<file path="config.mk">
export PLATFORM = sky130hd
export DESIGN_NAME = mdio_management_master_unit
export DESIGN_NICKNAME = d
export VERILOG_FILES = /design/src/rtl/mdiom_pkg.sv /design/src/rtl/mdiom_core.sv /design/src/rtl/mdio_management_master_unit.sv
export VERILOG_INCLUDE_DIRS = /design/src /design/src/rtl
export SDC_FILE = /design/constraint.sdc
export NUM_CORES = 1
export LEC_CHECK = 0
export BUFFER_PORTS_ARGS = -buffer_cell sky130_fd_sc_hd__buf_2
export CAP_MARGIN = 10
export CORE_MARGIN = 2
export CORE_UTILIZATION = 43
export DETAILED_ROUTE_END_ITERATION = 7
export PLACE_DENSITY = 0.62
export RECOVER_POWER = 50
export SLEW_MARGIN = 20
export SYNTH_ARGS = -nofsm -noshare
export SYNTH_HDL_FRONTEND = slang
export SYNTH_SLANG_ARGS = --single-unit
</file>
<file path="constraint.sdc">
create_clock -name clk -period 3.25 [get_ports clk]
set_clock_uncertainty 0.15 [all_clocks]
set_input_delay 0.1625 -clock clk [delete_from_list [all_inputs] [get_ports clk]]
set_output_delay 0.1625 -clock clk [all_outputs]
set_load 0.05 [all_outputs]
</file>
<file path="src/rtl/mdio_management_master_unit_defines.svh">
// Assertion macros for the MDIO management master RTL.
`ifndef MDIO_MANAGEMENT_MASTER_UNIT_DEFINES_SVH
`define MDIO_MANAGEMENT_MASTER_UNIT_DEFINES_SVH
`ifndef ASSERT_OFF
// property that must hold at every edge out of reset
`define MDIOM_ASSERT(lbl, clk, rst_n, prop, msg) \
	lbl: assert property (@(posedge clk) disable iff (!rst_n) prop) else $error(msg);
// antecedent in this cycle implies consequent in the next
`define MDIOM_ASSERT_NEXT(lbl, clk, rst_n, ante, cons, msg) \
	lbl: assert property (@(posedge clk) disable iff (!rst_n) (ante) |=> (cons)) else $error(msg);
`else
`define MDIOM_ASSERT(lbl, clk, rst_n, prop, msg)
`define MDIOM_ASSERT_NEXT(lbl, clk, rst_n, ante, cons, msg)
`endif
`endif

</file>
<file path="src/rtl/mdiom_pkg.sv">
// Types and constants of the MDIO management master.
package mdiom_pkg;

	// frame geometry
	localparam int unsigned PREAMBLE_LEN = 32;
	localparam int unsigned FRAME_BITS   = 32;
	localparam int unsigned TOTAL_BITS   = PREAMBLE_LEN + FRAME_BITS;
	localparam int unsigned DATA_START   = PREAMBLE_LEN + 16;
	localparam int unsigned DRIVE_LIMIT  = 14;

	// command register layout
	localparam int unsigned CMD_BUSY_BIT = 0;
	localparam int unsigned CMD_WR_BIT   = 1;
	localparam int unsigned CMD_REG_LSB  = 4;
	localparam int unsigned CMD_PHY_LSB  = 12;
	localparam int unsigned CMD_DIV_LSB  = 20;

	// request kinds
	typedef enum logic [1:0] {
		MODE_WRITE = 2'd0,
		MODE_READ  = 2'd1,
		MODE_TICK  = 2'd2
	} mode_t;

	// bus targets
	localparam logic SEL_CMD  = 1'b0;
	localparam logic SEL_DATA = 1'b1;

	// opcode and turnaround patterns
	localparam logic [1:0] OP_WRITE = 2'b01;
	localparam logic [1:0] OP_READ  = 2'b10;
	localparam logic [1:0] TA_WRITE = 2'b10;
	localparam logic [1:0] TA_READ  = 2'b00;
	localparam logic [1:0] START_PATTERN = 2'b01;

	// one request
	typedef struct packed {
		logic [1:0]  mode;
		logic        reg_select;
		logic [31:0] write_data;
		logic        mdio_in;
	} req_t;

	// one result
	typedef struct packed {
		logic [31:0] read_data;
		logic        mdc;
		logic        mdio_out;
		logic        mdio_drive;
		logic        busy_res;
	} res_t;

endpackage

</file>
<file path="src/rtl/mdiom_core.sv">
// Register file, MDC divider and clause-22 frame sequencer.
`include "mdio_management_master_unit_defines.svh"

module mdiom_core (
	input  logic              clk,
	input  logic              arst_n,
	input  logic              en,
	input  mdiom_pkg::req_t   req,
	input  logic              cfg_wr_en,
	input  logic [1:0]        cfg_wr_data,
	output mdiom_pkg::res_t   res
);
	import mdiom_pkg::*;

	localparam logic [6:0] PRE_L   = 7'(PREAMBLE_LEN);
	localparam logic [6:0] TOTAL_L = 7'(TOTAL_BITS);
	localparam logic [6:0] DATA_L  = 7'(DATA_START);
	localparam logic [6:0] DRV_L   = 7'(DRIVE_LIMIT);
	localparam logic [6:0] LAST_Q  = 7'(FRAME_BITS - 1);

	logic [1:0]  div_sel_q;
	logic [4:0]  phy_q, phy_d;
	logic [4:0]  reg_q, reg_d;
	logic        wr_q, wr_d;
	logic        busy_q, busy_d;
	logic [15:0] data_q, data_d;
	logic [5:0]  div_q, div_d;
	logic [5:0]  bit_q, bit_d;
	logic [31:0] frame_q, frame_d;
	logic        mdc_q, mdc_d;

	logic [31:0] rd;
	logic [6:0]  half;
	logic [6:0]  div_inc;
	logic [6:0]  bit_inc;
	logic [6:0]  pos;
	logic [6:0]  q;
	logic        line_out;
	logic        line_drv;

	// divider select register
	always_ff @(posedge clk or negedge arst_n) begin
		if (!arst_n) begin
			div_sel_q <= '0;
		end else if (cfg_wr_en) begin
			div_sel_q <= cfg_wr_data;
		end
	end

	// next state for the request in flight
	always_comb begin
		phy_d   = phy_q;
		reg_d   = reg_q;
		wr_d    = wr_q;
		busy_d  = busy_q;
		data_d  = data_q;
		div_d   = div_q;
		bit_d   = bit_q;
		frame_d = frame_q;
		mdc_d   = mdc_q;
		rd      = '0;
		half    = 7'd8 << div_sel_q;
		div_inc = {1'b0, div_q} + 7'd1;
		bit_inc = {1'b0, bit_q} + 7'd1;
		case (mode_t'(req.mode))
			MODE_WRITE: begin
				if (!busy_q) begin
					if (req.reg_select == SEL_CMD) begin
						phy_d  = req.write_data[CMD_PHY_LSB +: 5];
						reg_d  = req.write_data[CMD_REG_LSB +: 5];
						wr_d   = req.write_data[CMD_WR_BIT];
						busy_d = req.write_data[CMD_BUSY_BIT];
						if (req.write_data[CMD_BUSY_BIT]) begin
							frame_d = {START_PATTERN,
								req.write_data[CMD_WR_BIT] ? OP_WRITE : OP_READ,
								req.write_data[CMD_PHY_LSB +: 5],
								req.write_data[CMD_REG_LSB +: 5],
								req.write_data[CMD_WR_BIT] ? TA_WRITE : TA_READ,
								req.write_data[CMD_WR_BIT] ? data_q : 16'h0000};
							bit_d = '0;
							div_d = '0;
							mdc_d = 1'b0;
						end
					end else begin
						data_d = req.write_data[15:0];
					end
				end
			end
			MODE_READ: begin
				if (req.reg_select == SEL_CMD) begin
					rd[CMD_DIV_LSB +: 2] = div_sel_q;
					rd[CMD_PHY_LSB +: 5] = phy_q;
					rd[CMD_REG_LSB +: 5] = reg_q;
					rd[CMD_WR_BIT]       = wr_q;
					rd[CMD_BUSY_BIT]     = busy_q;
				end else begin
					rd[15:0] = data_q;
				end
			end
			MODE_TICK: begin
				if (busy_q) begin
					if (div_inc < half) begin
						div_d = div_inc[5:0];
					end else begin
						div_d = '0;
						if (!mdc_q) begin
							// rising MDC: sample the PHY in the data phase of a read
							mdc_d = 1'b1;
							if (!wr_q && {1'b0, bit_q} >= DATA_L) begin
								data_d = {data_q[14:0], req.mdio_in};
							end
						end else begin
							// falling MDC: advance to the next bit, or end the frame after the last
							mdc_d = 1'b0;
							if (bit_inc >= TOTAL_L) begin
								busy_d = 1'b0;
								bit_d  = '0;
							end else begin
								bit_d = bit_inc[5:0];
							end
						end
					end
				end
			end
			default: begin
			end
		endcase
	end

	// line levels after the update
	always_comb begin
		line_out = 1'b0;
		line_drv = 1'b0;
		pos      = {1'b0, bit_d};
		q        = pos - PRE_L;
		if (busy_d) begin
			if (pos < PRE_L) begin
				line_out = 1'b1;
				line_drv = 1'b1;
			end else if (q <= LAST_Q) begin
				if (wr_d || q < DRV_L) begin
					line_drv = 1'b1;
					line_out = frame_d[5'(LAST_Q - q)];
				end
			end
		end
	end

	assign res.read_data  = rd;
	assign res.mdc        = mdc_d;
	assign res.mdio_out   = line_out;
	assign res.mdio_drive = line_drv;
	assign res.busy_res   = busy_d;

	// state registers
	always_ff @(posedge clk or negedge arst_n) begin
		if (!arst_n) begin
			phy_q   <= '0;
			reg_q   <= '0;
			wr_q    <= 1'b0;
			busy_q  <= 1'b0;
			data_q  <= '0;
			div_q   <= '0;
			bit_q   <= '0;
			frame_q <= '0;
			mdc_q   <= 1'b0;
		end else if (en) begin
			phy_q   <= phy_d;
			reg_q   <= reg_d;
			wr_q    <= wr_d;
			busy_q  <= busy_d;
			data_q  <= data_d;
			div_q   <= div_d;
			bit_q   <= bit_d;
			frame_q <= frame_d;
			mdc_q   <= mdc_d;
		end
	end

	`MDIOM_ASSERT(a_idle_clean, clk, arst_n, !busy_q |-> (bit_q == '0 && !mdc_q && div_q == '0), "idle sequencer not parked")
	`MDIOM_ASSERT(a_start_bits, clk, arst_n, $rose(busy_q) |-> (frame_q[31:30] == START_PATTERN), "frame started without start bits")
	`MDIOM_ASSERT_NEXT(a_hold_no_req, clk, arst_n, !en, $stable(data_q) && $stable(busy_q) && $stable(bit_q), "state moved without a request")

endmodule

</file>
<file path="src/rtl/mdio_management_master_unit.sv">
// Top level of the MDIO management master: input and result registers around the core.
// A request is registered in the input stage, then its core result in the output register.
// One request per cycle when not stalled; the core updates all state in one pass per request.
// A stalled result holds in the output register while one more request waits in the input stage.
// Reset: arst_n async-clears core state and valid flags; divider select /16, no frame running.
module mdio_management_master_unit (
	input  logic        clk,
	input  logic        arst_n,
	// configuration: MDC divider select
	input  logic        cfg_wr_en,
	input  logic [1:0]  cfg_wr_data,
	// request side
	input  logic        s_axis_tvalid,
	output logic        s_axis_tready,
	input  logic [39:0] s_axis_tdata,  // [31:0] write_data, [32] mdio_in, [39:33] zero
	input  logic [2:0]  s_axis_tuser,  // [1:0] mode, [2] reg_select
	// result side
	output logic        m_axis_tvalid,
	input  logic        m_axis_tready,
	output logic [39:0] m_axis_tdata   // [31:0] read_data, [32] mdc, [33] mdio_out,
	                                   // [34] mdio_drive, [35] busy_res, [39:36] zero
);
	import mdiom_pkg::*;

	req_t req_s1;
	logic valid_s1;
	res_t res_c;
	res_t res_s2;
	logic valid_s2;
	logic advance;
	logic s_accept;

	assign advance       = valid_s1 && (!valid_s2 || m_axis_tready);
	assign s_axis_tready = !valid_s1 || advance;
	assign s_accept      = s_axis_tvalid && s_axis_tready;

	// input stage
	always_ff @(posedge clk or negedge arst_n) begin
		if (!arst_n) begin
			valid_s1 <= 1'b0;
		end else if (s_accept) begin
			valid_s1 <= 1'b1;
		end else if (advance) begin
			valid_s1 <= 1'b0;
		end
	end

	always_ff @(posedge clk) begin
		if (s_accept) begin
			req_s1.mode       <= s_axis_tuser[1:0];
			req_s1.reg_select <= s_axis_tuser[2];
			req_s1.write_data <= s_axis_tdata[31:0];
			req_s1.mdio_in    <= s_axis_tdata[32];
		end
	end

	mdiom_core u_core (
		.clk         (clk),
		.arst_n      (arst_n),
		.en          (advance),
		.req         (req_s1),
		.cfg_wr_en   (cfg_wr_en),
		.cfg_wr_data (cfg_wr_data),
		.res         (res_c)
	);

	// result stage
	always_ff @(posedge clk or negedge arst_n) begin
		if (!arst_n) begin
			valid_s2 <= 1'b0;
		end else if (advance) begin
			valid_s2 <= 1'b1;
		end else if (m_axis_tready) begin
			valid_s2 <= 1'b0;
		end
	end

	always_ff @(posedge clk) begin
		if (advance) begin
			res_s2 <= res_c;
		end
	end

	assign m_axis_tvalid = valid_s2;
	assign m_axis_tdata  = {4'b0000, res_s2.busy_res, res_s2.mdio_drive, res_s2.mdio_out,
		res_s2.mdc, res_s2.read_data};

endmodule
</file>
==> Yosys cells after proc, flatten, opt, wreduce, memory -nomap -nowiden <==
Cells that the tools add are included.
{ "classes": {"add_sub_neg": 4, "eq_ne": 10, "reduce_logical": 18, "muxes": 60, "n_shift": 1, "n_lt_le_gt_ge": 7, "bitwise_logic": 3} }
{ "ops": {"columns": ["op", "n"], "rows": [
  ["2-to-1 mux 32 bit", 4],
  ["2-to-1 mux 16 bit", 7],
  ["2-to-1 mux 6 bit", 12],
  ["case mux 16 bit (2 select lines)", 1],
  ["2-to-1 mux 1 bit", 26],
  ["case mux 6 bit (2 select lines)", 2],
  ["adder 6 x 1 -> 7 bit, second input constant", 2],
  ["!= test 2 bit, second input constant", 6],
  ["AND reduction 8 bit", 1],
  ["greater-or-equal comparator 7 bit, second input constant", 1],
  ["less-or-equal comparator 7 x 5 -> 1 bit, second input constant", 1],
  ["less-than comparator 7 x 4 -> 1 bit, second input constant", 1],
  ["less-than comparator 7 bit", 1],
  ["left shift 4 x 2 -> 7 bit, first input constant", 1],
  ["subtractor 6 x 6 -> 7 bit, second input constant", 1],
  ["greater-or-equal comparator 6 bit, second input constant", 1],
  ["less-than comparator 5 x 6 -> 1 bit, second input constant", 1],
  ["less-than comparator 6 bit, second input constant", 1],
  ["2-to-1 mux 2 bit", 3],
  ["AND reduction 6 bit", 1],
  ["nonzero test 2 bit", 3],
  ["binary-select mux 1 bit (select 5 bit)", 1],
  ["2-to-1 mux 5 bit", 1],
  ["subtractor 5 bit, first input constant", 1],
  ["13 further kinds", 23]
]} }
{ "totals": {"out_inout_bits": 42, "inputBits": 50, "wordCells": 126, "regBits": 121} }

==> Longest topological paths before layout <==
{ "logic_depth": {"depth_word": 14, "depth_mapped": 15, "depth_no_buf": 13} }

==> Cells and area by module <==
Synthesis repeated with hierarchy kept, for this count alone.
{ "hier_totals": {"cells_unflattened": 560, "hier_area_um2": 6693.9} }
{ "by_module_without_submodules": {"columns": ["module", "cells_each", "n_inst", "area_each_um2", "seq_area_each_um2"], "rows": [
  ["mdiom_core", 475, 1, 4394.2, 1876.8],
  ["mdio_management_master_unit", 85, 1, 2299.7, 2212.1]
]} }

==> Worst setup path after synthesis <==
Ideal clock, no wire load.
{ "synth_path": {"path_type": "reg-to-reg", "startpoint": "register u_core.div_q[0]", "endpoint": "register res_s2 (netlist bit m_axis_tdata[33]) (data pin)", "arrival_ns": 2.845, "stages_incl_launch_ff": 14, "required_time_ns": 2.835, "slack_ns": -0.010, "setup_ns": 0.265, "n_path_buf": 1, "synth_period_minus_slack_ns": 3.260, "path_cell_list": "dfrtp_1 -> ha_1 -> nand3_1 -> xnor2_1 -> ha_1 -> o211ai_1 -> o21a_1 -> or4_4 -> buf_6 -> and3_1 -> a211oi_2 -> a21oi_1 -> a221oi_2 -> o22ai_1"} }
{ "synth_between": {"elab_chain_cells": 12, "elab_cells_between_ends": 19, "cone_classes": "3 x add/sub; 4 x order compare; 11 x mux; 1 x reduce/logical"} }
{ "synth_rtl": {"columns": ["item", "line", "rtl"], "rows": [
  ["start, declared", "mdiom_core.sv:27", "logic [5:0] div_q, div_d;"],
  ["start signal, assigned", "mdiom_core.sv:173", "div_q <= div_d;"],
  ["adder 6 x 1 -> 7 bit (*)", "mdiom_core.sv:63", "div_inc = {1'b0, div_q} + 7'd1;"],
  ["less-than comparator 7 bit (*)", "mdiom_core.sv:102", "if (div_inc < half) begin"],
  ["2-to-1 mux 6 bit", "mdiom_core.sv:102", null],
  ["2-to-1 mux 6 bit", "mdiom_core.sv:101", "if (busy_q) begin"],
  ["case mux 6 bit (2 select lines)", "mdiom_core.sv:65", "case (mode_t'(req.mode))"],
  ["subtractor 6 x 6 -> 7 bit", "mdiom_core.sv:135", "q = pos - PRE_L;"],
  ["subtractor 5 bit", "mdiom_core.sv:143", "line_out = frame_d[5'(LAST_Q - q)];"],
  ["binary-select mux 1 bit (select 5 bit)", "mdiom_core.sv:143", null],
  ["2-to-1 mux 1 bit (implied by the code)", "mdiom_core.sv:143", null],
  ["2-to-1 mux 1 bit", "mdiom_core.sv:141", "if (wr_d || q < DRV_L) begin"],
  ["2-to-1 mux 1 bit", "mdiom_core.sv:140", "end else if (q <= LAST_Q) begin"],
  ["2-to-1 mux 1 bit", "mdiom_core.sv:137", "if (pos < PRE_L) begin"],
  ["end signal, assigned", "mdio_management_master_unit.sv:80", "res_s2 <= res_c;"],
  ["end, declared", "mdio_management_master_unit.sv:28", "res_t res_s2;"]
]} }
Every way passes the cells marked *; elsewhere a longest branch is shown, timed or not. The select of a mux whose other input is x is not followed.
A chain may end at the register's enable or synchronous reset.

==> Worst setup path in the final report <==
Ends and elaborated chain as after synthesis.

==> results.json <==
{
  "status": "finished with violations",
  "violations": "max-capacitance violations, max-slew violations, negative setup slack",
  "die_h_um": 120,
  "vias_per_cell": 5.25,
  "grt_pass1_wl_um": 23200,
  "cp_data_arrival_time_ns": 3.39,
  "design.die.area_sq_um": 14300,
  "overflow": 0,
  "drc_errors": 0,
  "yosysMostFrequentCell": "nand2_1",
  "drv_cap": 1,
  "syn_inst": 555,
  "place_congestion": 0.883,
  "drt_iter0_drc": 245,
  "cts_buffer_depth": 2,
  "async_flop_share": 0.636,
  "wirelength_um": 14200,
  "drtAntennaViolNets": 0,
  "p_clk_frac": 0.364,
  "h-tree-depth": 4,
  "combPwrFrac": 0.187,
  "ys_seq_area_frac": 0.564,
  "antenna_found_initial": 0,
  "period_minus_slack_ns": 3.38,
  "dp_hpwl_um": 9560,
  "vdd_drop_max_uv": 382,
  "worstMarginPinSlew_ns": 2.13,
  "yosys.area.top_type_share": 0.335,
  "start_util": 0.438,
  "yosysWarnings": 0,
  "grt_usage": 0.211,
  "synthTopCellsByCount": "nand2_1, dfrtp_1, edfxtp_1",
  "syn_area_per_cell_sq_um": 10.4,
  "fin_crit_sh": 1.04,
  "critPathKind": "reg2reg",
  "cp_max_fo": 8,
  "synth_seq_cells": 121,
  "startpoint_type": "flop",
  "ys_types": 66,
  "placed_area_sq_um": 6380,
  "register_area_sq_um": 3250,
  "crit_required_ns": 3.26,
  "synth-edff-count": 44,
  "antenna-diode-count": 0,
  "rsz0062_at_grt": "true",
  "port_buffers": 52,
  "clock_sinks": 121,
  "fillers": 1194,
  "synth_area_leader_cell": "dfrtp_1",
  "insertion_delay_ns": 0.42,
  "setup_ws_ns": -0.135,
  "area.growth.synth_to_final_pct": 27.2,
  "drive_above_1_share": 0.208,
  "cts_made_buffers": 17,
  "end_kind": "flop",
  "hold_path.class": "in2reg",
  "hold_slack_ns": 0.302,
  "wl_per_cell_um": 16.5,
  "slew_viol_final": 39,
  "die_width_um": 120,
  "cts_tree": "built",
  "p_seq_frac": 0.448,
  "finalInstanceArea_sq_um": 7330,
  "p_per_area_nw_per_um2": 632,
  "rows": 42,
  "clk_pin_slew_ns": 0.06,
  "slew-limit-headroom": -0.421,
  "power_switching_mw": 1.42,
  "clockRootBuffer": "clkbuf_16",
  "multi_input_area_sq_um": 2440,
  "grt_max_degree": 39,
  "power_switching_share": 0.307,
  "fmax_ghz": 0.295,
  "grt_pass1_vias": 4627,
  "vias": 4523,
  "intPower_mw": 3.21,
  "synth_area_sq_um": 5760,
  "yosys-top-cells-area": "dfrtp_1, edfxtp_1, nand2_1, mux2i_1, nor2_1",
  "hold_viol": 0,
  "p_leak_nw": 3.21,
  "io_pins": 92,
  "setup_viol": 1,
  "drt_first_pass_iters": 5,
  "synthFlopType": "dfrtp_1",
  "nNetsFinal": 729,
  "coreArea_sq_um": 13100
}
## stage by stage
step                      power [mW]  instances   util  setup TNS [ns]  setup WS, ns
after detailed placement        2.91        798  0.486          -0.343        -0.252
final                           4.63        862  0.558          -0.135        -0.135
after global routing            4.85        862  0.558          -0.441        -0.288
after global placement          2.88        798  0.486          -0.154        -0.154
after floorplan                 2.64        571      -               0        0.0289
after CTS                       4.66        861  0.557         -0.0676       -0.0676
## layer usage
layer  track usage  up-vias  wire length (um)
met5             0        -                 0
met4        0.0926        0               322
met3        0.0532       28               588
met2         0.352      118              7270
met1         0.260     2218              6030
li1              -     2159                 -
## timing repair
action,in CTS,in global routing
endpoints found under the hold margin,61,0
resized for setup,19,7
hold buffers,29,0
setup buffers,2,1
pin swaps,14,3
setup endpoints to repair,2,2
## worst max-delay path: stages, from the launching register on
cell and delay [ns]:
dfrtp_1 0.41, buf_6 0.12, nand2_1 0.05, nor2_1 0.14, xor2_1 0.24, ha_1 0.17, o211ai_1 0.09, o21a_2 0.27
or4_4 0.52, and3_4 0.21, a211oi_1 0.23, o2111ai_1 0.17, a41oi_2 0.24, o22ai_1 0.11
## state kept, by name, summed over array words and instances, names as in the netlist
name,flops
m_axis_tdata,23
u_core.reg_q,5
u_core.div_q,6
u_core.bit_q,6
u_core.frame_q,32
u_core.phy_q,5
u_core.data_q,16
valid_s1,1
u_core.busy_q,1
u_core.wr_q,1
req_s1,21
m_axis_tvalid,1
u_core.mdc_q,1
u_core.div_sel_q,2
## layout make-up
cell class	instances	area share
multi-input cells	400	0.333
repair buffers	128	0.118
inverters	5	0.00256
clock buffers	20	0.0623
well taps	176	0.0300
flip-flops and latches	121	0.443
clock inverters	12	0.0104
## power by group through the flow
stage	registers (mW)	clock network, mW	logic, mW
5_1_grt	2.10	1.79	0.960
4_1_cts	2.07	1.72	0.874
6_report	2.08	1.69	0.868
3_3_place_gp	2.08	0	0.796
2_1_floorplan	2.12	0	0.514
3_5_place_dp	2.09	0	0.819
## cell usage in the layout (no fill, tap or decap), drive strengths merged, types with 3 or more instances in the layout
cell type / instances
nand2: 132
dfrtp: 77
buf: 69
clkbuf: 50
edfxtp: 44
nor2: 43
dlygate4sd3: 29
nand3: 24
a31oi: 20
mux2i: 17
conb: 17
and3: 16
mux2: 14
o21ai: 14
a211oi: 10
nand2b: 8
a21oi: 8
inv: 7
clkinv: 7
nor3: 6
ha: 6
nor2b: 5
nor3b: 5
a22o: 4
o211ai: 3
nand4: 3
nand3b: 3
clkinvlp: 3
o21a: 3
a21boi: 3
or2: 3
## final timing paths
check	from	to	depth (start not counted)	slack (ns)
max	u_core.div_q[0]	m_axis_tdata[33]	13	-0.13
min	s_axis_tdata[12]	req_s1[13]	2	0.30
max reg2reg	u_core.div_q[0]	m_axis_tdata[33]	13	-0.13
min reg2reg	u_core.frame_q[30]	u_core.frame_q[30]	1	0.32
max in group asynchronous	arst_n	u_core.frame_q[29]	3	0.61
min in group asynchronous	arst_n	u_core.data_q[11]	2	0.76
## cells by family (layout without fill, tap and decap cells)
kind of cell,after synthesis,in the layout,synth area share
simple gates,257,257,0.205
flops,121,121,0.564
compound gates,86,86,0.108
buf+inv,50,165,0.0478
mux,31,31,0.0569
fa+ha+maj,6,6,0.0130
xor+xnor,3,3,0.00456
other cells,1,17,0.000651
Note: power is estimated with default switching activity, not from simulation.
